File: src/rtl/ngram_block_signature_builder_macros.svh
// assertion helpers for the rtl files, included by nbsb_ctrl
`ifndef NGRAM_BLOCK_SIGNATURE_BUILDER_MACROS_SVH
`define NGRAM_BLOCK_SIGNATURE_BUILDER_MACROS_SVH

// antecedent implies consequent in the same cycle
`define NBSB_ASSERT_IMP(label, clk, rst, ante, cons, msg) \
  label: assert property (@(posedge clk) disable iff (rst) (ante) |-> (cons)) else $error(msg);

// antecedent implies consequent in the next cycle
`define NBSB_ASSERT_NEXT(label, clk, rst, ante, cons, msg) \
  label: assert property (@(posedge clk) disable iff (rst) (ante) |=> (cons)) else $error(msg);

`endif

File: src/rtl/nbsb_pkg.sv
`timescale 1ns / 1ps
package nbsb_pkg;

  localparam logic [1:0] OP_TEXT    = 2'd0;
  localparam logic [1:0] OP_END     = 2'd1;
  localparam logic [1:0] OP_READ    = 2'd2;
  localparam logic [1:0] OP_RELEASE = 2'd3;

  localparam logic LEVEL_FINE   = 1'b0;
  localparam logic LEVEL_COARSE = 1'b1;

  localparam int SIG_WORDS = 2052;
  localparam int ADDR_BITS = 12;
  localparam logic [ADDR_BITS-1:0] BIGRAM_BASE  = 12'd4;
  localparam logic [ADDR_BITS-1:0] TRIGRAM_BASE = 12'd1028;
  localparam logic [ADDR_BITS-1:0] LAST_WORD    = 12'd2051;

  localparam logic [31:0] MIX_C1 = 32'h7feb352d;
  localparam logic [31:0] MIX_C2 = 32'h846ca68b;

  localparam logic CFG_BLOCK       = 1'b0;
  localparam logic CFG_SUPER_BLOCK = 1'b1;

  // which bit of the byte's update is being set
  localparam logic [1:0] BIT_BYTE  = 2'd0;
  localparam logic [1:0] BIT_BIGRAM = 2'd1;
  localparam logic [1:0] BIT_TRI_LO = 2'd2;
  localparam logic [1:0] BIT_TRI_HI = 2'd3;

  typedef struct packed {
    logic [1:0]  opcode;
    logic [7:0]  text_byte;
    logic        last_package;
    logic        level;
    logic [11:0] word_index;
  } item_t;

  typedef struct packed {
    logic [63:0] read_data;
    logic        status;
    logic        fine_done;
    logic        coarse_done;
    logic [31:0] fine_first;
    logic [15:0] fine_count;
    logic [31:0] coarse_first;
    logic [15:0] coarse_count;
  } result_t;

  typedef struct packed {
    logic       accept;
    logic       hash1;
    logic       hash2;
    logic       ram_rd;
    logic       ram_wr;
    logic [1:0] bit_sel;
    logic       clr_fine;
    logic       clr_coarse;
    logic       finish;
  } cmd_t;

  typedef struct packed {
    logic       fine_held;
    logic       coarse_held;
    logic [1:0] bytes_seen;
    logic       clr_last;
  } stat_t;

endpackage

File: src/rtl/nbsb_ctrl.sv
`timescale 1ns / 1ps
`include "ngram_block_signature_builder_macros.svh"
module nbsb_ctrl (
  input  logic            clk,
  input  logic            rst,
  input  logic            start,
  input  logic [1:0]      opcode,
  input  logic            level,
  input  nbsb_pkg::stat_t stat,
  output nbsb_pkg::cmd_t  cmd,
  output logic            busy
);

  localparam logic [3:0] S_INIT = 4'd0;
  localparam logic [3:0] S_IDLE = 4'd1;
  localparam logic [3:0] S_H1   = 4'd2;
  localparam logic [3:0] S_H2   = 4'd3;
  localparam logic [3:0] S_RD   = 4'd4;
  localparam logic [3:0] S_WR   = 4'd5;
  localparam logic [3:0] S_MRD  = 4'd6;
  localparam logic [3:0] S_CLR  = 4'd7;
  localparam logic [3:0] S_FIN  = 4'd8;

  logic [3:0] state;
  logic [3:0] state_next;
  logic [1:0] bit_sel;
  logic [1:0] bit_sel_next;
  logic       clr_level;
  logic       clr_level_next;
  logic       held;
  logic       more_bits;
  logic       accept;

  assign held   = stat.fine_held | stat.coarse_held;
  assign busy   = state != S_IDLE;
  assign accept = start & !busy;

  // another map bit to set for this byte
  assign more_bits = ((bit_sel == nbsb_pkg::BIT_BYTE) && (stat.bytes_seen != 2'd0)) ||
                     ((bit_sel == nbsb_pkg::BIT_BIGRAM) && (stat.bytes_seen == 2'd2)) ||
                     (bit_sel == nbsb_pkg::BIT_TRI_LO);

  always_comb begin
    state_next     = state;
    bit_sel_next   = bit_sel;
    clr_level_next = clr_level;
    cmd            = '0;
    cmd.bit_sel    = bit_sel;
    case (state)
      S_INIT: begin
        cmd.clr_fine   = 1'b1;
        cmd.clr_coarse = 1'b1;
        if (stat.clr_last) begin
          state_next = S_IDLE;
        end
      end
      S_IDLE: begin
        if (start) begin
          cmd.accept   = 1'b1;
          bit_sel_next = nbsb_pkg::BIT_BYTE;
          case (opcode)
            nbsb_pkg::OP_TEXT: begin
              state_next = held ? S_FIN : S_H1;
            end
            nbsb_pkg::OP_READ: begin
              state_next = S_MRD;
            end
            nbsb_pkg::OP_RELEASE: begin
              clr_level_next = level;
              if ((level == nbsb_pkg::LEVEL_FINE) ? stat.fine_held : stat.coarse_held) begin
                state_next = S_CLR;
              end else begin
                state_next = S_FIN;
              end
            end
            default: begin
              state_next = S_FIN;
            end
          endcase
        end
      end
      S_H1: begin
        cmd.hash1  = 1'b1;
        state_next = S_H2;
      end
      S_H2: begin
        cmd.hash2  = 1'b1;
        state_next = S_RD;
      end
      S_RD: begin
        cmd.ram_rd = 1'b1;
        state_next = S_WR;
      end
      S_WR: begin
        cmd.ram_wr = 1'b1;
        if (more_bits) begin
          bit_sel_next = bit_sel + 2'd1;
          state_next   = S_RD;
        end else begin
          state_next = S_FIN;
        end
      end
      S_MRD: begin
        cmd.ram_rd = 1'b1;
        state_next = S_FIN;
      end
      S_CLR: begin
        cmd.clr_fine   = clr_level == nbsb_pkg::LEVEL_FINE;
        cmd.clr_coarse = clr_level == nbsb_pkg::LEVEL_COARSE;
        if (stat.clr_last) begin
          state_next = S_FIN;
        end
      end
      S_FIN: begin
        cmd.finish = 1'b1;
        state_next = S_IDLE;
      end
      default: begin
        state_next = S_IDLE;
      end
    endcase
  end

  always_ff @(posedge clk) begin
    if (rst) begin
      state     <= S_INIT;
      bit_sel   <= nbsb_pkg::BIT_BYTE;
      clr_level <= nbsb_pkg::LEVEL_FINE;
    end else begin
      state     <= state_next;
      bit_sel   <= bit_sel_next;
      clr_level <= clr_level_next;
    end
  end

  `NBSB_ASSERT_NEXT(a_accept_busy, clk, rst, accept, busy, "accepted word did not raise busy")
  `NBSB_ASSERT_IMP(a_wr_after_rd, clk, rst, state == S_WR, $past(state) == S_RD, "write without read")
  `NBSB_ASSERT_NEXT(a_fin_to_idle, clk, rst, state == S_FIN, state == S_IDLE, "finish not followed by idle")
  `NBSB_ASSERT_IMP(a_one_cmd, clk, rst, 1'b1, $onehot0({cmd.ram_rd, cmd.ram_wr, cmd.finish, cmd.hash1, cmd.hash2}), "conflicting commands")

endmodule

File: config.mk
export PLATFORM = sky130hd
export DESIGN_NAME = nbsb_ctrl
export DESIGN_NICKNAME = d
export VERILOG_FILES = /design/src/rtl/nbsb_pkg.sv /design/src/rtl/nbsb_ctrl.sv
export VERILOG_INCLUDE_DIRS = /design/src /design/src/rtl
export SDC_FILE = /design/constraint.sdc
export NUM_CORES = 1
export LEC_CHECK = 0
export BUFFER_PORTS_ARGS = -buffer_cell sky130_fd_sc_hd__buf_2
export CAP_MARGIN = 20
export CORE_MARGIN = 4
export CORE_UTILIZATION = 42
export DETAILED_ROUTE_END_ITERATION = 12
export PLACE_DENSITY = 0.7
export SLEW_MARGIN = 20
export SYNTH_ARGS = -nofsm -noshare
export SYNTH_HDL_FRONTEND = slang
export SYNTH_SLANG_ARGS = --single-unit
File: constraint.sdc
create_clock -name clk -period 1.4 [get_ports clk]
set_input_delay 0.42 -clock clk [delete_from_list [all_inputs] [get_ports clk]]
set_output_delay 0.42 -clock clk [all_outputs]
set_load 0.005 [all_outputs]
==> impl_summary.log <==
INFO  metric synth.top_cell.area_share = 23.5%
INFO  metric timing.critical_path.from_type = register
INFO  metric power.density = 598 nW/um2
INFO  metric route.antenna.remaining_nets = 0
INFO  metric post_synth_main_area_contributors = sky130_fd_sc_hd__dfxtp_1 24%, sky130_fd_sc_hd__ha_1 6.3%, sky130_fd_sc_hd__nor2_1 6.3%, sky130_fd_sc_hd__nor3_1 5.0%, sky130_fd_sc_hd__nand3_1 4.2%
INFO  metric rd_place_congestion = 0.853
INFO  metric criticalPathCategory = reg -> out
INFO  metric maximum_number_of_pins_on_one_net_before_global_route_repair = 7
INFO  metric synth.cell_area = 596 um2
INFO  metric drt_pre_antenna_iters = 4
INFO  metric grt_pass1_wl = 3.63 mm
INFO  metric routed_wirelength = 2.29 mm
INFO  metric commonest_non_fill_non_tap_cell_in_the_layout = sky130_fd_sc_hd__buf_4
INFO  metric syn-instance-count = 81
INFO  metric vias_in_the_first_global_route = 868
INFO  metric grt_use_total = 25.1%
INFO  metric postSynthRegisterBits = 7
INFO  metric post_layout_nonfiller_instances = 143
INFO  metric cts_tree = done
INFO  metric clock_sink_count = 7
INFO  metric yosysUniqueCellTypes = 31
INFO  metric clock-root-buffer = sky130_fd_sc_hd__clkbuf_4
INFO  metric tightestPinTransition = 310 ps
INFO  metric outcome = finished, violations left
INFO  metric remaining_drc_errors = 0
INFO  metric place.detailed.instances = 128
INFO  metric fin_tns_setup = -3210 ps
INFO  metric maximum_clock_frequency = 0.579 GHz
INFO  metric yosysWarnings = 0
INFO  metric numCtsBuffers = 3
INFO  metric fin_crit_sh = 123%
INFO  metric worst-endpoint-arrival = 1310 ps
INFO  metric timing.final.max_slew_violations = 0
INFO  metric placement.setup.worst_slack = -104 ps
INFO  metric ioPinCount = 22
INFO  metric final_global_route_overflow_total = 0
INFO  metric unrepaired_setup_endpoints_after_global_routing = true
INFO  metric synth_edf_count = 0
INFO  metric die_area = 2080 um2
INFO  metric initial_utilization = 45.2%
INFO  metric timing.hold.worst.class = in -> reg
INFO  metric die_height = 45.7 um
INFO  metric grt_antenna_before_repair = 0
INFO  metric setup-violations-final = 16
INFO  metric critical_path.endpoint_type = primary output
INFO  metric holdBufCountCts = 0
INFO  metric synth_area_leader_cell = sky130_fd_sc_hd__dfxtp_1
INFO  metric worst-endpoint-required = 980 ps
INFO  metric synth_fp_nets = 95
INFO  metric chipWidth = 45.7 um
INFO  metric wl_per_cell = 16.0 um
INFO  metric clk_pin_slew = 60 ps
INFO  metric ctsHtreeMaxLevel = 1
INFO  metric crit_path_max_fanout = 4
INFO  metric report.power.total = 0.000639 W
INFO  metric ys.flop_type = sky130_fd_sc_hd__dfxtp_1
INFO  metric period_needed = 1730 ps
INFO  metric worst_clock_skew = 6.54 ps
INFO  metric hpwlAfterDp = 1.36 mm
INFO  metric synthArstFlopShare = 0%
INFO  metric report.final.hold_viol_count = 0
INFO  metric antenna_cells_inserted = 0
INFO  metric numPortBuffers = 21
INFO  metric yosysSeqAreaShare = 23.5%
INFO  metric layout_stage_area_growth_over_the_synthesis_result = 79.4%
INFO  metric clock_latency = 270 ps
INFO  metric via_count_of_the_routed_design = 841
INFO  metric vdd_drop_max = 0.640 mV
INFO  metric fin_ws = -326 ps
INFO  metric num_rows = 13
INFO  metric max_slew_margin = 79.3%
INFO  metric clock_tree.buffer_depth = 2
INFO  metric post_route_cells_drive_above_1_share = 62.5%
INFO  metric violations = setup timing
INFO  metric route.detailed.vias_per_inst = 5.88
INFO  metric cellLeakagePower = 0.489 nW
INFO  metric layout_common_cells = 22 x sky130_fd_sc_hd__buf_4, 20 x sky130_fd_sc_hd__buf_2, 9 x sky130_fd_sc_hd__nor2_1
INFO  metric finish.net_count = 143
INFO  metric post_synth.cell_area_avg = 7.35 um2
INFO  metric core = 1320 um2
INFO  metric drv_cap = 0
INFO  metric drtIter0Drc = 29
power by group:
group,internal (W),switching (W),total (W)
clock,0.000110,0.0000887,0.000198
sequential,0.000205,0.00000439,0.000209
combinational,0.000126,0.000106,0.000231
total,0.000440,0.000199,0.000639
layer usage:
metal	vias up	track usage, %	part of all wire (%)
met3	12	6.32	8.3
met1	386	23.9	36
met4	0	17.5	3.7
li1	394	-	-
met2	49	45.7	52
met5	-	0	0
final timing paths:
| check | cells past startpoint | start | to | slack (ps) |
|---|---|---|---|---|
| hold / removal | 2 | rst | state[0]$_SDFFE_PP0P_ | 390 |
| setup reg to reg | 8 | state[0]$_SDFFE_PP0P_ | bit_sel[1]$_SDFFE_PP0P_ | -330 |
| setup / recovery | 4 | state[0]$_SDFFE_PP0P_ | cmd[2] | -330 |
| hold reg to reg | 2 | clr_level$_SDFFE_PP0P_ | clr_level$_SDFFE_PP0P_ | 570 |
cell families after synthesis:
logic type	after synthesis	synth area share (%)
simple gates	38	34.5
mux	3	5.25
flops	7	23.5
compound gates	19	21.0
buf+inv	11	9.45
fa+ha+maj	3	6.30
Yosys cell counts, drive strengths merged (2+ instances only):
cell type	instances
nor2	11
dfxtp	7
inv	6
nand2	6
nor3	6
buf	5
nand3	5
a21oi	4
o21ai	4
a31oi	3
ha	3
or3	3
a221oi	2
mux2i	2
nand4	2
nor2b	2
o32ai	2
stage by stage:
stage	hold WS [ps]	utilization, %	area (um2)
final	390	81.1	1070
after CTS	395	78.2	1030
after detailed placement	559	63.3	835
after global routing	402	81.1	1070
after floorplan	479	-	624
after global placement	553	63.3	835
flip-flops by register name (all words and copies together) (netlist names):
| name | flops |
|---|---|
| state | 4 |
| clr_level | 1 |
| bit_sel | 2 |
critical path, cell delays in order, from the launching register on:
cell                      delay [ps]
sky130_fd_sc_hd__dfxtp_4         340
sky130_fd_sc_hd__or3_4           400
sky130_fd_sc_hd__o21a_1          120
sky130_fd_sc_hd__nor2_1           70
sky130_fd_sc_hd__buf_2           110
final cells by class:
| class | count | area (um2) |
|---|---|---|
| multi-input combinational | 63 | 512 |
| timing repair buffer | 48 | 337 |
| fill | 84 | 249 |
| sequential | 7 | 150 |
| clock buffer | 4 | 26.3 |
| inverter | 6 | 25.0 |
| tap | 15 | 18.8 |
timing repair:
item | 4_1_cts | 5_1_grt
gates cloned | 0 | 0
pin swaps | 4 | 1
endpoints found under the hold margin | 0 | 0
buffers inserted | 11 | 0
resized for setup | 25 | 7
endpoints found under the setup margin | 15 | 16
(Power assumes the default switching activity.)
